==> config.mk <==
export PLATFORM = sky130hd
export DESIGN_NAME = pulse_width_line_tx_rx_timer_top
export DESIGN_NICKNAME = d
export VERILOG_FILES = /design/src/rtl/pwltrt_pkg.sv /design/src/rtl/pulse_width_line_tx_rx_timer_top.sv
export SDC_FILE = /design/constraint.sdc
export NUM_CORES = 2
export LEC_CHECK = 0
export BUFFER_PORTS_ARGS = -buffer_cell sky130_fd_sc_hd__buf_2
export CAP_MARGIN = 40
export CORE_MARGIN = 1
export CORE_UTILIZATION = 42
export CTS_CLUSTER_DIAMETER = 60
export DETAILED_ROUTE_END_ITERATION = 7
export GPL_TIMING_DRIVEN = 0
export PLACE_DENSITY = 0.64
export REMOVE_ABC_BUFFERS = 1
export SYNTH_ARGS = -nofsm -noshare
export SYNTH_HDL_FRONTEND = slang
export SYNTH_SLANG_ARGS = --single-unit
==> constraint.sdc <==
create_clock -name clk_i -period 4.7 [get_ports clk_i]
set_clock_uncertainty 0.1 [all_clocks]
set_input_delay 0.47 -clock clk_i [delete_from_list [all_inputs] [get_ports clk_i]]
set_output_delay 0.47 -clock clk_i [all_outputs]
set_load 0.01 [all_outputs]
==> src/rtl/pwltrt_pkg.sv <==
// Package for the pulse-width line timer: phase and action codes,
// configuration register indexes and field widths.
// No dependencies; used by the top level and its checker.
`default_nettype none

package pwltrt_pkg;

  // Widths of the transaction fields
  localparam int unsigned EntryIdxW  = 6;
  localparam int unsigned TicksW     = 32;
  localparam int unsigned PhaseW     = 3;
  localparam int unsigned CapIdxW    = 6;
  localparam int unsigned CfgIdxW    = 3;
  localparam int unsigned PulseCntW  = 7;

  // Default table and reply depths
  localparam int unsigned SendDepthDef = 64;
  localparam int unsigned RecDepthDef  = 64;

  // Width used for small unsigned compares (holds up to 511)
  localparam int unsigned CmpW = 9;

  typedef enum logic [1:0] {
    ACT_WRITE = 2'd0,
    ACT_START = 2'd1,
    ACT_TICK  = 2'd2,
    ACT_EDGE  = 2'd3
  } action_e;

  typedef enum logic [PhaseW-1:0] {
    PH_IDLE    = 3'd0,
    PH_SEND    = 3'd1,
    PH_DELAY   = 3'd2,
    PH_WAIT    = 3'd3,
    PH_END     = 3'd4,
    PH_TIMEOUT = 3'd5
  } phase_e;

  // Configuration register indexes
  localparam logic [CfgIdxW-1:0] CFG_FIXED_MODE   = 3'd0;
  localparam logic [CfgIdxW-1:0] CFG_PULSE_COUNT  = 3'd1;
  localparam logic [CfgIdxW-1:0] CFG_EXPECT_REPLY = 3'd2;
  localparam logic [CfgIdxW-1:0] CFG_REPLY_DELAY  = 3'd3;
  localparam logic [CfgIdxW-1:0] CFG_RX_TIMEOUT   = 3'd4;

endpackage

`default_nettype wire

==> src/rtl/pulse_width_line_tx_rx_timer_top.sv <==
// Top level of the pulse-width line timer: send sequencer, receive
// capture and the duration memory. Depends on pwltrt_pkg.
`default_nettype none

//  channel   | direction | handshake                    | payload
//  ----------+-----------+------------------------------+--------------------------------
//  s_axis    | in        | s_axis_tvalid/s_axis_tready  | tuser: action; tdata: entry
//            |           |                              | index, duration value
//  m_axis    | out       | m_axis_tvalid/m_axis_tready  | tuser: capture_valid; tdata:
//            |           |                              | line, phase, interval, index
//  cfg       | in        | cfg_we_i (no wait)           | cfg_idx_i, cfg_data_i
//
// One transaction is accepted per cycle; its result sits in the output register from the
// next cycle. A new transaction is taken only while that register is empty or its result
// leaves in the same cycle. A start drops s_axis_tready for one cycle while entry 0 comes
// out of the duration memory (one read port, registered read). The next period's length
// is read ahead with write-first forwarding, so period ends never stall.
// Reset clears all control state; the duration memory holds garbage until written.

module pulse_width_line_tx_rx_timer_top #(
  parameter int unsigned SEND_DEPTH = pwltrt_pkg::SendDepthDef,
  parameter int unsigned REC_DEPTH  = pwltrt_pkg::RecDepthDef
) (
  input  wire logic                             clk_i,
  input  wire logic                             rst_ni,
  // input stream
  input  wire logic                             s_axis_tvalid,
  output logic                                  s_axis_tready,
  input  wire logic [39:0]                      s_axis_tdata,  // entry_index, duration_value
  input  wire logic [1:0]                       s_axis_tuser,  // action
  // result stream
  output logic                                  m_axis_tvalid,
  input  wire logic                             m_axis_tready,
  output logic [47:0]                           m_axis_tdata,  // line_level, phase,
                                                               // capture_interval, capture_index
  output logic [0:0]                            m_axis_tuser,  // capture_valid
  // configuration writes
  input  wire logic                             cfg_we_i,
  input  wire logic [pwltrt_pkg::CfgIdxW-1:0]   cfg_idx_i,
  input  wire logic [pwltrt_pkg::TicksW-1:0]    cfg_data_i
);

  localparam int unsigned AW    = $clog2(SEND_DEPTH);
  localparam int unsigned POS_W = $clog2(SEND_DEPTH + 1);
  localparam int unsigned CAP_W = $clog2(REC_DEPTH + 1);
  localparam int unsigned CMP_W = pwltrt_pkg::CmpW;
  localparam int unsigned TW    = pwltrt_pkg::TicksW;

  // ---------------------------------------------------------------------------
  // Input fields
  // ---------------------------------------------------------------------------
  pwltrt_pkg::action_e                   act;
  logic [pwltrt_pkg::EntryIdxW-1:0]      in_entry;
  logic [TW-1:0]                         in_dur;
  logic                                  in_acc;

  assign act      = pwltrt_pkg::action_e'(s_axis_tuser);
  assign in_entry = s_axis_tdata[5:0];
  assign in_dur   = s_axis_tdata[37:6];

  // ---------------------------------------------------------------------------
  // Configuration registers
  // ---------------------------------------------------------------------------
  logic                                  fixed_q, fixed_d;
  logic [pwltrt_pkg::PulseCntW-1:0]      pcount_q, pcount_d;
  logic                                  expect_q, expect_d;
  logic [TW-1:0]                         rdelay_q, rdelay_d;
  logic [TW-1:0]                         rtimeout_q, rtimeout_d;

  always_comb begin
    fixed_d    = fixed_q;
    pcount_d   = pcount_q;
    expect_d   = expect_q;
    rdelay_d   = rdelay_q;
    rtimeout_d = rtimeout_q;
    if (cfg_we_i) begin
      unique case (cfg_idx_i)
        pwltrt_pkg::CFG_FIXED_MODE:   fixed_d    = cfg_data_i[0];
        pwltrt_pkg::CFG_PULSE_COUNT:  pcount_d   = cfg_data_i[pwltrt_pkg::PulseCntW-1:0];
        pwltrt_pkg::CFG_EXPECT_REPLY: expect_d   = cfg_data_i[0];
        pwltrt_pkg::CFG_REPLY_DELAY:  rdelay_d   = cfg_data_i;
        pwltrt_pkg::CFG_RX_TIMEOUT:   rtimeout_d = cfg_data_i;
        default: ;  // indexes beyond the register list are dropped
      endcase
    end
  end

  always_ff @(posedge clk_i or negedge rst_ni) begin
    if (!rst_ni) begin
      fixed_q    <= 1'b0;
      pcount_q   <= '0;
      expect_q   <= 1'b0;
      rdelay_q   <= TW'(1);
      rtimeout_q <= '1;
    end else begin
      fixed_q    <= fixed_d;
      pcount_q   <= pcount_d;
      expect_q   <= expect_d;
      rdelay_q   <= rdelay_d;
      rtimeout_q <= rtimeout_d;
    end
  end

  // ---------------------------------------------------------------------------
  // Sequencer state
  // ---------------------------------------------------------------------------
  pwltrt_pkg::phase_e    phase_q, phase_d;
  logic                  line_q, line_d;
  logic [POS_W-1:0]      spos_q, spos_d;
  logic [TW-1:0]         pcnt_q, pcnt_d;
  logic                  rx_run_q, rx_run_d;
  logic [CAP_W-1:0]      rx_cap_q, rx_cap_d;
  logic [TW-1:0]         edge_q, edge_d;
  logic                  ld_pend_q, ld_pend_d;   // entry 0 arriving from memory

  // Duration memory: one write port, one registered read port
  logic [TW-1:0]         dur_mem [SEND_DEPTH];
  logic [TW-1:0]         rd_q;
  logic                  mem_we;
  logic [AW-1:0]         mem_waddr;
  logic [AW-1:0]         mem_raddr;

  // Derived values
  logic [CMP_W-1:0]      cnt_eff;
  logic [CMP_W-1:0]      spos_ext;
  logic [CMP_W-1:0]      entry_ext;
  logic [CMP_W-1:0]      cap_ext;
  logic [TW-1:0]         edge_inc;

  // Result fields
  logic                  cap_v;
  logic [TW-1:0]         cap_int;
  logic [pwltrt_pkg::CapIdxW-1:0] cap_idx;

  assign in_acc = s_axis_tvalid && s_axis_tready;

  // Clamp the pulse count to the table depth
  always_comb begin
    cnt_eff = CMP_W'(pcount_q);
    if (cnt_eff > CMP_W'(SEND_DEPTH)) begin
      cnt_eff = CMP_W'(SEND_DEPTH);
    end
  end

  assign spos_ext  = CMP_W'(spos_q);
  assign entry_ext = CMP_W'(in_entry);
  assign cap_ext   = CMP_W'(rx_cap_q);
  assign edge_inc  = edge_q + TW'(1);
  assign mem_waddr = entry_ext[AW-1:0];

  // Result of the current transaction: a measured interval, if any
  always_comb begin
    cap_v   = 1'b0;
    cap_int = '0;
    cap_idx = '0;
    if (in_acc && !ld_pend_q && act == pwltrt_pkg::ACT_EDGE &&
        phase_q == pwltrt_pkg::PH_WAIT && rx_run_q &&
        cap_ext < CMP_W'(REC_DEPTH)) begin
      cap_v   = 1'b1;
      cap_int = edge_q;
      cap_idx = cap_ext[pwltrt_pkg::CapIdxW-1:0];
    end
  end

  // Next state
  always_comb begin
    phase_d   = phase_q;
    line_d    = line_q;
    spos_d    = spos_q;
    pcnt_d    = pcnt_q;
    rx_run_d  = rx_run_q;
    rx_cap_d  = rx_cap_q;
    edge_d    = edge_q;
    ld_pend_d = 1'b0;
    mem_we    = 1'b0;

    if (ld_pend_q) begin
      // first period length arrives from the memory
      pcnt_d = rd_q;
    end else if (in_acc) begin
      unique case (act)
        pwltrt_pkg::ACT_WRITE: begin
          if (entry_ext < CMP_W'(SEND_DEPTH)) begin
            mem_we = 1'b1;
          end
        end
        pwltrt_pkg::ACT_START: begin
          phase_d   = pwltrt_pkg::PH_SEND;
          spos_d    = POS_W'(1);
          rx_run_d  = 1'b0;
          rx_cap_d  = '0;
          edge_d    = '0;
          ld_pend_d = 1'b1;
        end
        pwltrt_pkg::ACT_TICK: begin
          if (phase_q == pwltrt_pkg::PH_SEND || phase_q == pwltrt_pkg::PH_DELAY) begin
            if (pcnt_q <= TW'(1)) begin
              pcnt_d = '0;
              if (phase_q == pwltrt_pkg::PH_SEND) begin
                line_d = ~line_q;
                if (spos_ext < cnt_eff) begin
                  // rd_q already holds the entry for this position
                  pcnt_d = rd_q;
                  spos_d = POS_W'(spos_q + POS_W'(1));
                end else if (!fixed_q && expect_q) begin
                  pcnt_d  = rdelay_q;
                  phase_d = pwltrt_pkg::PH_DELAY;
                end else begin
                  phase_d = pwltrt_pkg::PH_END;
                end
              end else begin
                phase_d  = pwltrt_pkg::PH_WAIT;
                edge_d   = '0;
                rx_run_d = 1'b0;
              end
            end else begin
              pcnt_d = pcnt_q - TW'(1);
            end
          end else if (phase_q == pwltrt_pkg::PH_WAIT && rx_run_q) begin
            edge_d = edge_inc;
            if (edge_inc >= rtimeout_q) begin
              phase_d  = pwltrt_pkg::PH_TIMEOUT;
              rx_run_d = 1'b0;
            end
          end
        end
        pwltrt_pkg::ACT_EDGE: begin
          if (phase_q == pwltrt_pkg::PH_WAIT) begin
            if (!rx_run_q) begin
              rx_run_d = 1'b1;
              edge_d   = '0;
            end else if (cap_v) begin
              rx_cap_d = CAP_W'(rx_cap_q + CAP_W'(1));
              edge_d   = '0;
            end
          end
        end
      endcase
    end
  end

  // Read ahead the entry that the next period end will load; a start reads entry 0
  always_comb begin
    if (ld_pend_d) begin
      mem_raddr = '0;
    end else if (fixed_d) begin
      mem_raddr = AW'(spos_d[0]);
    end else begin
      mem_raddr = spos_d[AW-1:0];
    end
  end

  // Memory: forward a same-cycle write to the read port
  always_ff @(posedge clk_i) begin
    if (mem_we) begin
      dur_mem[mem_waddr] <= in_dur;
    end
    if (mem_we && mem_waddr == mem_raddr) begin
      rd_q <= in_dur;
    end else begin
      rd_q <= dur_mem[mem_raddr];
    end
  end

  always_ff @(posedge clk_i or negedge rst_ni) begin
    if (!rst_ni) begin
      phase_q   <= pwltrt_pkg::PH_IDLE;
      line_q    <= 1'b0;
      spos_q    <= '0;
      pcnt_q    <= '0;
      rx_run_q  <= 1'b0;
      rx_cap_q  <= '0;
      edge_q    <= '0;
      ld_pend_q <= 1'b0;
    end else begin
      phase_q   <= phase_d;
      line_q    <= line_d;
      spos_q    <= spos_d;
      pcnt_q    <= pcnt_d;
      rx_run_q  <= rx_run_d;
      rx_cap_q  <= rx_cap_d;
      edge_q    <= edge_d;
      ld_pend_q <= ld_pend_d;
    end
  end

  // ---------------------------------------------------------------------------
  // Output register: takes a new result whenever the old one is gone or leaving
  // ---------------------------------------------------------------------------
  logic        out_valid_q, out_valid_d;
  logic [47:0] out_data_q;
  logic        out_user_q;

  assign s_axis_tready = !ld_pend_q && (!out_valid_q || m_axis_tready);

  always_comb begin
    out_valid_d = out_valid_q;
    if (in_acc) begin
      out_valid_d = 1'b1;
    end else if (m_axis_tready) begin
      out_valid_d = 1'b0;
    end
  end

  always_ff @(posedge clk_i or negedge rst_ni) begin
    if (!rst_ni) begin
      out_valid_q <= 1'b0;
    end else begin
      out_valid_q <= out_valid_d;
    end
  end

  // Payload holds while stalled
  always_ff @(posedge clk_i) begin
    if (in_acc) begin
      out_data_q <= {6'b0, cap_idx, cap_int, phase_d, line_d};
      out_user_q <= cap_v;
    end
  end

  assign m_axis_tvalid = out_valid_q;
  assign m_axis_tdata  = out_data_q;
  assign m_axis_tuser  = out_user_q;

endmodule

`default_nettype wire

* Word-level counts from Yosys, hierarchy flattened
Memories as Yosys holds them, arrays and structs flattened. A register that Yosys moved wholly into a read port is not among the register bits. Index checks and enable logic that the tools add are counted.
Storage, ports and cells: register bits after elaboration 201, bits in latches 0, RAM bits 2048, memory bits (read-only) 0, output and inout bits 51, logic and storage cells 152, memories kept 1
Memories:
- dur_mem | depth 64, bits a word 32, rd ports 1, clocked after memory_dff 1, write ports 1, line pulse_width_line_tx_rx_timer_top.sv:117 | logic [TW-1:0] dur_mem [SEND_DEPTH];
Cells by class: add/sub/neg operators 4, multipliers 0, divide/modulo/power cells 0, $lt $le $gt $ge 6, equality and inequality tests 22, shift-type cells 0, multiplexer cells 67, bitwise logic cells 2, reductions and logical operators 32
Operator list (number):
- $mux W32 | 15
- $pmux W32 S3 | 1
- $mux W7 | 8
- $add A32 B1 Y32 const B | 1
- $ge A32 B32 Y1 | 1
- $le A32 B1 Y1 const B | 1
- $sub A32 B1 Y32 const B | 1
- $pmux W7 S2 | 2
- $mux W3 | 9
- $mux W1 | 26
- $mux W6 | 4
- $reduce_and A8 Y1 | 2
- $ne A3 B3 Y1 const B | 5
- $add A7 B1 Y7 const B | 2
- $eq A3 B2 Y1 const B | 4
- $ne A2 B2 Y1 const B | 6
- $reduce_bool A2 Y1 | 6
- $logic_and A1 B1 Y1 | 9
- $reduce_and A2 Y1 | 4
- $gt A7 B7 Y1 const B | 1
- $lt A6 B7 Y1 const B | 1
- $lt A7 B7 Y1 | 1
- $lt A7 B7 Y1 const B | 1
- $reduce_and A7 Y1 | 1
- 15 further kinds | 21

* Longest topological paths before layout
depth after elaboration 14, depth in mapped cells 16, gate-level depth less buffers 15

* Worst setup path after synthesis
Ideal clock, no wire load.
path type reg2reg, from reg ld_pend_q, to mem dur_mem[31][0] (netlist bit), enable pin, data arrival time 4313 ps, path slack -134 ps, cell stages (with the launch flop) 7, cells stage by stage dfrtp_1 clkbuf_1 nor3b_1 clkbuf_1 and3_1 nand3_1 nor2_1
Between the ends: cells in the longest elaborated chain, start to end 7
RTL lines:
- from (decl) | line pulse_width_line_tx_rx_timer_top.sv:114 | logic ld_pend_q, ld_pend_d;
- from (signal assigned) | line pulse_width_line_tx_rx_timer_top.sv:283 | ld_pend_q <= ld_pend_d;
- $logic_not A1 Y1 | line pulse_width_line_tx_rx_timer_top.sv:294 | assign s_axis_tready = !ld_pend_q && (!out_valid_q || m_axis_tready);
- $logic_and A1 B1 Y1 | line pulse_width_line_tx_rx_timer_top.sv:294
- $logic_and A1 B1 Y1 | line pulse_width_line_tx_rx_timer_top.sv:135 | assign in_acc = s_axis_tvalid && s_axis_tready;
- named net in_acc | line pulse_width_line_tx_rx_timer_top.sv:55 | logic in_acc;
- $mux W1 | line pulse_width_line_tx_rx_timer_top.sv:180 | end else if (in_acc) begin
- $mux W1 | line pulse_width_line_tx_rx_timer_top.sv:177 | if (ld_pend_q) begin
- $mux W1 | line pulse_width_line_tx_rx_timer_top.sv:255 | if (mem_we) begin
- $mux W1 (not written as such) | line pulse_width_line_tx_rx_timer_top.sv:256 | dur_mem[mem_waddr] <= in_dur;
- to (decl) | line pulse_width_line_tx_rx_timer_top.sv:117
The timed path passes the listed nets, and every way through them passes these cells.

* Worst setup path after layout
from reg out_valid_q, in the netlist m_axis_tvalid, to mem dur_mem[49][5] (netlist bit), enable pin
Between the ends: cells in the longest elaborated chain, start to end 8
RTL lines:
- from (decl) | line pulse_width_line_tx_rx_timer_top.sv:290 | logic out_valid_q, out_valid_d;
- from (signal assigned) | line pulse_width_line_tx_rx_timer_top.sv:309 | out_valid_q <= out_valid_d;
- $logic_not A1 Y1 | line pulse_width_line_tx_rx_timer_top.sv:294
- $logic_or A1 B1 Y1 | line pulse_width_line_tx_rx_timer_top.sv:294
- $logic_and A1 B1 Y1 | line pulse_width_line_tx_rx_timer_top.sv:294
- $logic_and A1 B1 Y1 | line pulse_width_line_tx_rx_timer_top.sv:135
- $mux W1 | line pulse_width_line_tx_rx_timer_top.sv:180
- $mux W1 | line pulse_width_line_tx_rx_timer_top.sv:177
- $mux W1 | line pulse_width_line_tx_rx_timer_top.sv:255
- $mux W1 (not written as such) | line pulse_width_line_tx_rx_timer_top.sv:256
Every way passes these cells.

==> flow_metrics.py <==
metrics = {
    "clock_network": {
        "htreeDepth": 4,
        "root_buffer": "clkbuf_16",
        "cts_made_buffers": 220,
        "cts.sinks": 2255,
        "cts_tree": "yes",
        "cts_buffer_depth": 3,
        "path_clk_slew_ns": 0.06,
        "insertion_delay_ns": 0.86,
    },
    "finish": {
        "final_cells": 7697,
        "nets": 4831,
        "area.growth.synth_to_final_pct": 18.5,
        "drive_above_1_share": 0.305,
    },
    "flow_run": {
        "maxCapViolCount": 0,
    },
    "synth": {
        "ys_ff_latch": 2255,
        "synth.distinct_cells": 86,
        "yosysWarnings": 0,
        "synth_edf_count": 2091,
        "netlist_area_um2": 89000,
        "synth-main-ff-cell": "edfxtp_1",
        "synthArstFlopShare": 0.0701,
        "synth_top_cells_by_area": "edfxtp_1 71%, mux4_2 15%, dfrtp_1 3.5%, dfstp_2 0.97%, nand2_1 0.69%",
        "synthCells": 4259,
        "synth_top_area_share": 0.705,
        "yosysTopAreaCell": "edfxtp_1",
        "avgSynthCellArea_um2": 20.9,
        "yosysMostFrequentCell": "edfxtp_1",
        "synthTopCellsByCount": "2,091 x edfxtp_1, 599 x mux4_2, 163 x nand2_1",
        "synth_seq_area_share": 0.751,
    },
    "setup_path": {
        "crit_fanout": 17,
        "worstReg2RegEnd": "dur_mem[49][5]",
        "cpMostUsedCell": "buf_4",
        "path_cells": "nor2b_1 -> nor3b_2 -> buf_4 -> buf_6 -> buf_4 -> buf_4 -> and3_1 -> nand2_1 -> nor2_4 -> buf_12",
        "critPathCaptureType": "flop",
        "cp.arrival_ns": 4.72,
        "path_delay_family": "simple AND/OR/NAND/NOR gates",
        "crit_path_start_kind": "flop",
        "reg2regPathDepth": 10,
        "rrSetupSlack_ns": 0.41,
        "path_buf_inv": 5,
        "slowest_delay_ns": 0.92,
        "critPathSlowestCell": "nor2_4",
        "critPathRequiredTime_ns": 5.12,
        "critPathKind": "flop to flop",
        "reg2reg_from": "m_axis_tvalid",
    },
    "grt": {
        "grt_max_degree": 107,
        "track_usage": 0.213,
        "grt-ovfl-total": 0,
        "antenna_found_initial": 16,
        "grt_pass1_wl_um": 328000,
        "grt_pass1_vias": 45712,
    },
    "sta": {
        "maxSlewHeadroom": 0.324,
        "hold_viol": 0,
        "finalCritPeriodShare": 0.913,
        "setup-violations-final": 0,
        "grt_setup_unrepaired": "false",
        "fmax_mhz": 233,
        "drv_slew": 0,
        "holdWs_ns": 0.0312,
        "post-route-min-period_ns": 4.29,
        "worstMarginPinSlew_ns": 1.01,
        "postLayoutSetupSlackWorst_ns": 0.408,
    },
    "place": {
        "dp_hpwl_um": 143000,
        "dp_cells": 7175,
        "gp_congestion": 0.813,
        "port_buffers": 124,
        "pre_cts_ws_ns": -0.589,
    },
    "drt": {
        "drt_iter0_markers": 5503,
        "wl_per_cell_um": 29.7,
        "via_count": 45142,
        "postRouteAntennaNets": 0,
        "first_pass_iters": 5,
        "wirelength_um": 228000,
        "drc": 0,
        "viasPerCell": 5.86,
    },
    "power": {
        "power.density_nw_per_um2": 429,
        "peakVddDrop_mv": 0.365,
        "p_leak_nw": 33.3,
    },
    "floorplanning": {
        "io_pins": 133,
        "dieWidth_um": 462,
        "core_um2": 210000,
        "start_util": 0.424,
        "rows": 168,
        "die_height_um": 462,
        "die_area_um2": 214000,
    },
    "status": {
        "status": "complete, no violations",
    },
    "hold_path": {
        "hp-class": "input port to asynchronous set/reset pin",
    },
}
kinds of logic (layout without fill, tap and decap cells):
logic type | count (synthesis) | in the layout | synth area share
flops | 2255 | 2255 | 0.751
mux | 692 | 692 | 0.163
simple gates | 555 | 555 | 0.0314
compound gates | 378 | 378 | 0.0295
buf+inv | 285 | 909 | 0.0137
fa+ha+maj | 47 | 47 | 0.00661
xor+xnor | 46 | 46 | 0.00453
other cells | 1 | 10 | 0.0000421
where the power goes:
part           leakage (nW)  internal (W)  switching (W)
clock network          3.45       0.00981        0.00754
registers              20.8        0.0223       0.000422
logic                  9.08       0.00232        0.00289
metrics by stage:
step | instance area [um^2] | power [W] | TNS (ns) | util
2_1_floorplan | 88000 | 0.0263 | -6064.36 | -
3_3_place_gp | 92200 | 0.0275 | - | 0.438
3_5_place_dp | 97200 | 0.0282 | -117.05 | 0.462
4_1_cts | 105000 | 0.0455 | 0 | 0.501
5_1_grt | 106000 | 0.0467 | 0 | 0.502
6_report | 106000 | 0.0453 | 0 | 0.502
worst reg2reg max path, stage by stage, from the launching register on:
cell,delay [ns]
dfrtp_1,0.36
nor2b_1,0.15
nor3b_2,0.16
buf_4,0.22
buf_6,0.18
buf_4,0.22
buf_4,0.22
and3_1,0.47
nand2_1,0.64
nor2_4,0.92
buf_12,0.29
how the worst max path moves through the flow:
stage,from,end,slack (ns),cells past startpoint
CTS,m_axis_tvalid,dur_mem[47][9],0.04,10
finish,m_axis_tvalid,dur_mem[49][5],0.41,10
global route,edge_q[6],m_axis_tdata[2],0.13,15
floorplan,flop,pcnt_q[15],-18.94,7
detailed placement,flop,pcnt_q[4],-0.59,12
global placement,flop,pcnt_q[8],-31.61,6
timing repair:
| action | 4_1_cts | 5_1_grt |
|---|---|---|
| hold buffers | 70 | 2 |
| setup endpoints to repair | 501 | 7 |
| gates resized for setup | 13 | 4 |
| endpoints found under the hold margin | 562 | 6 |
| pin swaps | 11 | 0 |
| buffers inserted | 30 | 1 |
metal layers:
layer,routed length (um),GRT usage
met1,90900,0.288
met2,109000,0.338
met3,20700,0.0548
met4,7520,0.0722
met5,65,0
registers in the layout (all words and copies together), names as in the netlist, named ones only:
| signal | count |
|---|---|
| m_axis_tvalid | 1 |
| line_q | 1 |
| pcount_q | 7 |
| rx_run_q | 1 |
| rx_cap_q | 7 |
| spos_q | 7 |
| fixed_q | 1 |
| rdelay_q | 32 |
| ld_pend_q | 1 |
| phase_q | 3 |
| m_axis_tuser | 1 |
| m_axis_tdata | 42 |
| expect_q | 1 |
| rtimeout_q | 32 |
| pcnt_q | 32 |
| edge_q | 32 |
| dur_mem | 2048 |
final cells by class:
class	instances	area (um^2)
Sequential cell	2255	66900
Clock inverter	142	1320
Timing Repair Buffer	445	6250
Tap cell	2805	3510
Inverter	56	210
Multi-Input combinational cell	1724	21500
Clock buffer	266	5750
Fill cell	16538	105000
Antenna cell	4	10.0
layout by cell type (no fill, tap or decap), drive strengths merged, types with 50 or more instances in the layout:
master       count
mux2            53
dlygate4sd3     72
nand2          163
clkbuf         266
mux4           599
buf            372
inv             65
nor2           152
o21ai          102
edfxtp        2091
a21oi           50
dfrtp          125
clkinv         107
Note: power is estimated with default switching activity, not from simulation.
